===== src/design/fst_pkg.sv =====
package fst_pkg;

  // One input item: a packet's key and per-packet attributes.
  typedef struct packed {
    logic [31:0] src_addr;
    logic [31:0] dst_addr;
    logic [15:0] src_l4_port;
    logic [15:0] dst_l4_port;
    logic [7:0]  protocol;
    logic [11:0] frame_length;
    logic [31:0] arrival_ms;
    logic        fwd_flag;
    logic [15:0] tcp_wnd;
  } in_item_t;

  // One result item: the flow's statistics after the update.
  typedef struct packed {
    logic [5:0]  flow_slot;
    logic        created;
    logic        dropped;
    logic [31:0] packet_count;
    logic [31:0] mean_len;
    logic [31:0] payload_total;
    logic [31:0] forward_count;
    logic [31:0] receive_count;
    logic [31:0] min_gap;
    logic [31:0] max_gap;
    logic [31:0] duration;
    logic [15:0] window_avg;
  } out_item_t;

  // Per-flow record held in the table memory.
  typedef struct packed {
    logic [31:0] src_addr;
    logic [31:0] dst_addr;
    logic [31:0] ports;
    logic [7:0]  protocol;
    logic [31:0] pkt_cnt;
    logic [31:0] byte_cnt;
    logic [31:0] pay_cnt;
    logic [31:0] fwd_cnt;
    logic [31:0] rcv_cnt;
    logic [31:0] gap_min;
    logic [31:0] gap_max;
    logic [31:0] first_time;
    logic [31:0] last_time;
    logic [15:0] win_avg;
  } entry_t;

  localparam logic [7:0]  AllowReset = 8'd54;
  localparam logic [31:0] GapNone    = 32'hFFFF_FFFF;
  localparam logic [7:0]  ProtoTcp   = 8'd6;

endpackage


===== src/design/fst_front.sv =====
// Front part: takes items and the allowance register, feeds the queue.
module fst_front (
  input  logic               clk_i,
  input  logic               rst_ni,
  input  logic               in_valid_i,
  output logic               in_ready_o,
  input  fst_pkg::in_item_t  in_data_i,
  input  logic               cfg_valid_i,
  output logic               cfg_ready_o,
  input  logic [7:0]         cfg_data_i,
  output logic               q_valid_o,
  input  logic               q_ready_i,
  output fst_pkg::in_item_t  q_data_o,
  output logic [7:0]         allow_o
);

  logic [7:0] allow_q, allow_d;

  assign in_ready_o  = q_ready_i;
  assign q_valid_o   = in_valid_i;
  assign q_data_o    = in_data_i;
  assign cfg_ready_o = 1'b1;
  assign allow_o     = allow_q;

  // Allowance register write.
  always_comb begin
    allow_d = cfg_valid_i ? cfg_data_i : allow_q;
  end

  always_ff @(posedge clk_i or negedge rst_ni) begin
    if (!rst_ni) begin
      allow_q <= fst_pkg::AllowReset;
    end else begin
      allow_q <= allow_d;
    end
  end

endmodule


===== config.mk =====
export PLATFORM = sky130hd
export DESIGN_NAME = fst_front
export DESIGN_NICKNAME = d
export VERILOG_FILES = /design/src/design/fst_pkg.sv /design/src/design/fst_front.sv
export SDC_FILE = /design/constraint.sdc
export NUM_CORES = 1
export LEC_CHECK = 0
export BUFFER_PORTS_ARGS = -buffer_cell sky130_fd_sc_hd__buf_2
export CAP_MARGIN = 20
export CORE_AREA = 2 2 139 141
export DETAILED_ROUTE_END_ITERATION = 10
export DIE_AREA = 0 0 141 143
export GPL_ROUTABILITY_DRIVEN = 0
export HOLD_SLACK_MARGIN = 0.1
export PLACE_DENSITY = 0.36
export SYNTH_ARGS = -nofsm -noshare
export SYNTH_HDL_FRONTEND = slang
export SYNTH_SLANG_ARGS = --single-unit

===== constraint.sdc =====
create_clock -name clk_i -period 1 [get_ports clk_i]
set_clock_uncertainty 0.15 [all_clocks]
set_input_delay 0.05 -clock clk_i [delete_from_list [all_inputs] [get_ports clk_i]]
set_output_delay 0.05 -clock clk_i [all_outputs]
set_load 0.1 [all_outputs]

==> impl_results.md <==
* Outcome: finished, violations left
* Violated checks: hold timing, setup timing
* Die X at 141 µm
* WHS at -0.0500 ns
* Critical path's top delay family: flip-flops
* Critical path arrival at 1.03 ns
* Gr ovfl total at 0
* Max-cap violations at 0
* Starting Density at 0.0862
* Syn avg cell area at around 8.6 µm²
* CP Max Fanout at 2
* Crit path cell chain: buf_12
* Initial DRC Count at 12
* Startpoint types: flip-flop
* R2R Setup Slk at -0.01 ns
* Average vias per placed instance at 1.81
* Fillers at around 2100
* Post-Synth XOR/XNOR Area at 0
* Power share of the clock group at 0.417
* Die height at 143 µm
* Drt drc at 0
* CP max stage cell: dfstp_4
* Final hold vios at 167
* Via count at approximately 520
* Critical path required time at 0.80 ns
* Design area at 1080 µm²
* CTS tree: done
* Sw frac at 0.309
* Max Clk Rate at slightly above 0.8 GHz
* Crit path capture type: primary output
* First-pass GRT wire length at around 4900 µm
* I/O Buffers at 18
* Boundary Pins at 354
* Worst path bufs/invs at 1
* Tcrit/Tclk final at 1.23
* Max IR drop VDD at around 1100 µV
* Sequential share of the synthesized area at 0.128
* Net switching power at 521 µW
* Cell-internal power at 1.16 mW
* Final Max Slew Viols at 0
* Hold crit path type: input pin to primary output
* RSZ-0062 raised after global routing: true
* Number of CTS-inserted buffers at 3
* Vias in the first global route at between 600 and 700
* Post-synthesis cell type count at 6
* Non-Filler Instances at 286
* Synth Area in Simple Gates at 0
* Routed Antenna Nets at 0
* Mapped Cells at between 150 and 200
* Comb power frac at 0.333
* Drt total wl at 4120 µm
* Crit path kind: flip-flop to primary output
* Core ar. at 18600 µm²
* Max reg flops at 8
* Max stage delay on crit path at 0.62 ns
* Clock-pin slew on the worst setup and hold paths at 0.04 ns
* Proportion of synthesized area in mux cells at 0.0750
* Period minus WS final at around 1.2 ns
* Number of detailed-route iterations in the first pass at 2
* Wirelength per Cell at 14.4 µm
* Synth Register Bits at 8
* Die area at 20200 µm²
* Power Total at ~1.7 mW
* Mapped Nets at 364
* Largest net degree at the start of global routing at 9
* CTS root buffer: clkbuf_16
* Diode count at 0
* Final net count at 231
* Layout cells sized above 1 at 0.788
* Fin worst setup slack at -0.229 ns
* Synth warn at 0
* Cell Rows at 50
* PwrDens at 1570 nW/µm²
* Clock sink total at 8
* Main combinational cell family by area after synthesis: buffers and inverters
* Layout Area Growth over Synthesis at -32.8%
* Latest clock arrival within the worst-skew pair at around 0.23 ns
* Max H-tree Level at 1
* # hold bufs at CTS at 9
* Layout Utilization at 0.0579
* Post-synthesis adder-cell area fraction at 0
* Placed cells at between 200 and 300
* Synthesized area at 1600 µm²
* Placed inst area at between 800 and 900 µm²
* Setup TNS at -1.62 ns
* DP Worst Slack at 0.00813 ns
* Lkg Pwr at 0.370 nW
* Setup Viol. Count Final at 11
* Longest Clk Path Bufs at 2
* Synth Area in Compound Gates at 0
* Sequential share of power at 0.250
* GRT Util Overall at 0.0360
* Initial antenna violation count at 0
layout make-up:
type / instances / area (µm²) / share of cell area
sequential: 8 / 235 / 0.219
tap: 234 / 293 / 0.272
clock buffer: 4 / 78.8 / 0.0733
multi-input combinational: 9 / 124 / 0.115
timing repair buffer: 31 / 345 / 0.321
cells by family (layout without fill, tap and decap cells):
logic type,Yosys count,in the layout
buffers and inverters,169,35
flip-flops,8,8
multiplexers,8,8
other,1,1
synth_stat cells:
master / instances / share of area
buf_6: 1 / 0.0070
conb_1: 1 / 0.0023
dfstp_2: 4 / 0.066
dfrtp_1: 4 / 0.063
buf_4: 168 / 0.79
mux2_4: 8 / 0.075
worst paths after layout:
check	start	endpoint	depth (start not counted)
max in group asynchronous	rst_ni	allow_o[5]$_DFFE_PN1P_	2
worst max register to register	allow_o[0]$_DFFE_PN0P_	allow_o[0]$_DFFE_PN0P_	1
worst min-delay path	in_data_i[131]	q_data_o[131]	0
worst max-delay path	allow_o[4]$_DFFE_PN1P_	allow_o[4]	1
worst min register to register	allow_o[6]$_DFFE_PN0P_	allow_o[6]$_DFFE_PN0P_	1
min in group asynchronous	rst_ni	allow_o[3]$_DFFE_PN0P_	2
layer usage:
metal,global-route usage,share of wire,vias to the layer above
li1,-,-,126
met1,0.00729,0.079,174
met2,0.0465,0.40,139
met3,0.0506,0.32,76
met4,0.0700,0.18,2
met5,0.0175,0.012,-
power by group through the flow:
stage | Combinational (mW) | Sequential (mW) | Clock, mW
after detailed placement | 0.528 | 0.423 | 0
after global placement | 0.528 | 0.421 | 0
final | 0.561 | 0.422 | 0.702
after CTS | 0.566 | 0.423 | 0.720
after floorplan | 3.23 | 0.662 | 0
after global routing | 0.577 | 0.426 | 0.740
cells in the final DEF (no fill, tap or decap):
master and instances:
conb_1 1, buf_2 10, mux2_4 8, clkbuf_16 3, clkbuf_1 1, dfrtp_4 4, buf_6 4, dfstp_4 4
buf_12 8, dlygate4sd3_1 9
what timing repair did:
action,CTS,global route
endpoints found under the setup margin,9,12
buffers inserted,0,0
endpoints found under the hold margin,183,171
resized for setup,4,0
Note: power is estimated with default switching activity, not from simulation.
