`src/design/fst_pkg.sv`:
```
package fst_pkg;

  // One input item: a packet's key and per-packet attributes.
  typedef struct packed {
    logic [31:0] src_addr;
    logic [31:0] dst_addr;
    logic [15:0] src_l4_port;
    logic [15:0] dst_l4_port;
    logic [7:0]  protocol;
    logic [11:0] frame_length;
    logic [31:0] arrival_ms;
    logic        fwd_flag;
    logic [15:0] tcp_wnd;
  } in_item_t;

  // One result item: the flow's statistics after the update.
  typedef struct packed {
    logic [5:0]  flow_slot;
    logic        created;
    logic        dropped;
    logic [31:0] packet_count;
    logic [31:0] mean_len;
    logic [31:0] payload_total;
    logic [31:0] forward_count;
    logic [31:0] receive_count;
    logic [31:0] min_gap;
    logic [31:0] max_gap;
    logic [31:0] duration;
    logic [15:0] window_avg;
  } out_item_t;

  // Per-flow record held in the table memory.
  typedef struct packed {
    logic [31:0] src_addr;
    logic [31:0] dst_addr;
    logic [31:0] ports;
    logic [7:0]  protocol;
    logic [31:0] pkt_cnt;
    logic [31:0] byte_cnt;
    logic [31:0] pay_cnt;
    logic [31:0] fwd_cnt;
    logic [31:0] rcv_cnt;
    logic [31:0] gap_min;
    logic [31:0] gap_max;
    logic [31:0] first_time;
    logic [31:0] last_time;
    logic [15:0] win_avg;
  } entry_t;

  localparam logic [7:0]  AllowReset = 8'd54;
  localparam logic [31:0] GapNone    = 32'hFFFF_FFFF;
  localparam logic [7:0]  ProtoTcp   = 8'd6;

endpackage

```
`src/design/fst_queue.sv`:
```
// Two-entry item queue between the front and the back.
module fst_queue (
  input  logic                clk_i,
  input  logic                rst_ni,
  input  logic                wr_valid_i,
  output logic                wr_ready_o,
  input  fst_pkg::in_item_t   wr_data_i,
  output logic                rd_valid_o,
  input  logic                rd_ready_i,
  output fst_pkg::in_item_t   rd_data_o
);

  fst_pkg::in_item_t mem_q [2];
  logic       wr_ptr_q, wr_ptr_d, rd_ptr_q, rd_ptr_d;
  logic [1:0] cnt_q, cnt_d;
  logic       push, pop;

  assign wr_ready_o = (cnt_q != 2'd2);
  assign rd_valid_o = (cnt_q != 2'd0);
  assign rd_data_o  = mem_q[rd_ptr_q];
  assign push       = wr_valid_i && wr_ready_o;
  assign pop        = rd_valid_o && rd_ready_i;

  // Pointer and fill count update.
  always_comb begin
    wr_ptr_d = push ? ~wr_ptr_q : wr_ptr_q;
    rd_ptr_d = pop ? ~rd_ptr_q : rd_ptr_q;
    cnt_d    = cnt_q + {1'b0, push} - {1'b0, pop};
  end

  always_ff @(posedge clk_i or negedge rst_ni) begin
    if (!rst_ni) begin
      wr_ptr_q <= 1'b0;
      rd_ptr_q <= 1'b0;
      cnt_q    <= 2'd0;
    end else begin
      wr_ptr_q <= wr_ptr_d;
      rd_ptr_q <= rd_ptr_d;
      cnt_q    <= cnt_d;
    end
  end

  // Storage needs no reset.
  always_ff @(posedge clk_i) begin
    if (push) begin
      mem_q[wr_ptr_q] <= wr_data_i;
    end
  end

endmodule

```
`config.mk`:
```
export PLATFORM = sky130hd
export DESIGN_NAME = fst_queue
export DESIGN_NICKNAME = d
export VERILOG_FILES = /design/src/design/fst_pkg.sv /design/src/design/fst_queue.sv
export SDC_FILE = /design/constraint.sdc
export NUM_CORES = 1
export LEC_CHECK = 0
export ABC_CLOCK_PERIOD_IN_PS = 11300
export BUFFER_PORTS_ARGS = -buffer_cell sky130_fd_sc_hd__clkbuf_2
export CAP_MARGIN = 20
export CORE_ASPECT_RATIO = 2
export CORE_UTILIZATION = 52
export DETAILED_ROUTE_END_ITERATION = 10
export GPL_TIMING_DRIVEN = 0
export PLACE_DENSITY = 0.76
export SKIP_CTS_REPAIR_TIMING = 1
export SYNTH_ARGS = -nofsm -noshare
export SYNTH_HDL_FRONTEND = slang
export SYNTH_SLANG_ARGS = --single-unit
```
`constraint.sdc`:
```
create_clock -name clk_i -period 11.3 [get_ports clk_i]
set_clock_uncertainty 0.1 [all_clocks]
set_input_delay 2.26 -clock clk_i [delete_from_list [all_inputs] [get_ports clk_i]]
set_output_delay 2.26 -clock clk_i [all_outputs]
set_load 0.005 [all_outputs]
```
==> flow_summary.json <==
{
  "place_congestion": 0.7842,
  "dr.first_iter.drc_count": 207,
  "outcome": "finished clean",
  "drive_above_1_share_pct": 61.89,
  "power.density_mw_per_mm2": 256.3,
  "seqPwrFrac_pct": 44.4,
  "place_area_sq_mm": 0.01438,
  "hold_class": "reg -> reg",
  "critical_path_required_ns": 8.94,
  "nFillCells": 1544,
  "cp-end-kind": "primary output",
  "synth_fa_ha_area_share_pct": 0.2060,
  "total_power_mw": 3.935,
  "ctsRootBufferMaster": "clkbuf_16",
  "p_leak_nw": 5.860,
  "synth_top_family_by_area": "multiplexers",
  "peakVddDrop_v": 0.0002160,
  "synth.area.mux_share_pct": 15.30,
  "synth_area_sq_mm": 0.01215,
  "p_int_mw": 2.886,
  "fin_crit_ns": 4.239,
  "grt_pass1_vias": 6743,
  "track_usage_pct": 20.61,
  "overflow": 0,
  "slew_headroom_pct": 51.68,
  "yosysWarningCount": 0,
  "die_w_um": 110.1,
  "seq_area_sq_mm": 0.01001,
  "vias": 6303,
  "initial_core_util_pct": 53.19,
  "ios": 336,
  "synth_area_leaders": "edfxtp_1, mux2_2, buf_6",
  "clock_path_buffers": 3,
  "syn_to_final_growth_pct": 26.42,
  "cts_buffers": 27,
  "syn_nets": 701,
  "antenna_found_initial": 3,
  "finalSetupViolCount": 0,
  "rsz0062_at_grt": "false",
  "nets": 1073,
  "first_pass_iters": 4,
  "die_h_um": 218.1,
  "synth-simple-area-share_pct": 0.2678,
  "postSynthCellCount": 530,
  "dp_hpwl_um": 17890,
  "hold_depth": 1,
  "htreeDepth": 1,
  "yosysUniqueCellTypes": 16,
  "min_from": "cnt_q[0]",
  "post-route-drc-count": 0,
  "r2r_cells": 6,
  "design_area_sq_mm": 0.01536,
  "cts_tree": "built",
  "via_per_inst": 5.235,
  "clk_latency_ns": 0.54,
  "synth.avg_cell_area_sq_um": 22.92,
  "clk_pin_slew_ns": 0.07,
  "critPathKind": "reg -> out",
  "path_max_fanout": 10,
  "power.switching_mw": 1.049,
  "clkPwrFrac_pct": 26.0,
  "r2r-start": "cnt_q[1]",
  "fmax_ghz": 0.2359,
  "routedWlPerCell_um": 20.68,
  "io_buffers": 335,
  "drv_slew": 0,
  "cp-start-kind": "register",
  "grt_max_degree": 66,
  "cp.arrival_ns": 1.88,
  "synth.largest_area_cell": "edfxtp_1",
  "clock_sinks": 334,
  "synth-xor-area-share_pct": 0.2884,
  "synth-compound-area-share_pct": 0,
  "tightest_slew_ns": 0.7232,
  "multi_input_area_sq_mm": 0.001963,
  "fp.dieArea_sq_mm": 0.02401,
  "drv_cap": 0,
  "drt-total-wl_um": 24900,
  "crit_start": "rd_ptr_q",
  "comb_power_share_pct": 29.5,
  "coreArea_sq_mm": 0.02284,
  "row_count": 78,
  "post-route-period-util_pct": 37.52,
  "yosysSeqAreaShare_pct": 82.41,
  "ys_ff_latch": 334,
  "synth.top_cell.area_share_pct": 81.58,
  "finalHoldViolations": 0,
  "ant_nets": 0,
  "grt_first_pass_wirelength_um": 35710,
  "swShare_pct": 26.67
}
## metal layers
| metal | share of wire [%] | wire, um | track usage [%] | vias up |
|---|---|---|---|---|
| li1 | - | - | - | 2859 |
| met1 | 30 | 7566 | 18.50 | 3122 |
| met2 | 58 | 14510 | 40.33 | 248 |
| met3 | 5.6 | 1401 | 3.817 | 74 |
| met4 | 5.7 | 1424 | 12.18 | 0 |
| met5 | 0 | 0 | 0 | - |
## synthesized netlist by cell type
cell	number
buf_4	2
buf_6	14
edfxtp_1	330
buf_2	2
and3_1	1
mux2_2	165
inv_1	1
or2_2	1
and2_1	1
nand2_1	1
dfrtp_1	4
nor2_1	1
ha_1	2
nand2b_1	1
xor2_1	1
xnor2_1	3
## per-stage QoR
stage	worst slack [ns]	instances	hold slack [ns]	util (%)	setup TNS, ns
2_1_floorplan	1.308	530	0.3608	-	0
3_3_place_gp	-2.579	1145	0.3792	62.06	-422.82
3_5_place_dp	7.072	1153	0.4199	62.95	0
4_1_cts	6.993	1201	0.4452	67.21	0
5_1_grt	6.949	1204	0.4822	67.24	0
6_report	7.061	1204	0.4472	67.24	0
## power groups by stage
stage               Combinational, mW  Clock (mW)  Sequential [mW]
floorplan                       0.652           0             1.82
global placement                 1.11           0             1.87
detailed placement               1.18           0             1.78
CTS                              1.19        1.05             1.75
global route                     1.26        1.09             1.77
finish                           1.16        1.02             1.75
## layout by cell type, fill, tap and decap left out, drive strengths merged
cell,n
clkbuf,364
edfxtp,330
mux2,165
buf,26
clkinv,11
bufinv,8
dfrtp,4
diode,3
xnor2,3
ha,2
or2,1
and2,1
nand2b,1
nand2,1
inv,1
and3,1
nor2,1
xor2,1
## cell families after synthesis
family | Yosys count
flops | 334
mux | 165
buf+inv | 19
simple gates | 6
xor+xnor | 4
fa+ha+maj | 2
## state kept, by name, indices dropped and copies added (netlist names)
register / flops
mem_q: 330
wr_ptr_q: 1
rd_ptr_q: 1
cnt_q: 2
## final timing paths
check                           endpoint  slack [ns]
max                        rd_data_o[19]        7.06
max in group asynchronous       rd_ptr_q        9.55
max reg2reg                 mem_q[0][20]        8.90
min in group asynchronous       cnt_q[0]        1.42
min                             cnt_q[0]        0.45
min reg2reg                     cnt_q[0]        0.45
## area by class of cell
| cell class | instances | area share, % |
|---|---|---|
| sequential | 334 | 65.18 |
| multi-input combinational | 177 | 12.78 |
| timing repair buffer | 343 | 12.16 |
| clock buffer | 29 | 4.449 |
| tap | 280 | 2.281 |
| clock inverter | 19 | 1.882 |
| buffer | 18 | 1.190 |
| antenna | 3 | 0.04889 |
| inverter | 1 | 0.02444 |
## worst max-delay path, cell delays in order, from the launching register on
cell,delay (ns)
dfrtp_1,0.37
buf_4,0.27
buf_6,0.20
mux2_2,0.36
clkbuf_2,0.13
Note: power is estimated with default switching activity, not from simulation.
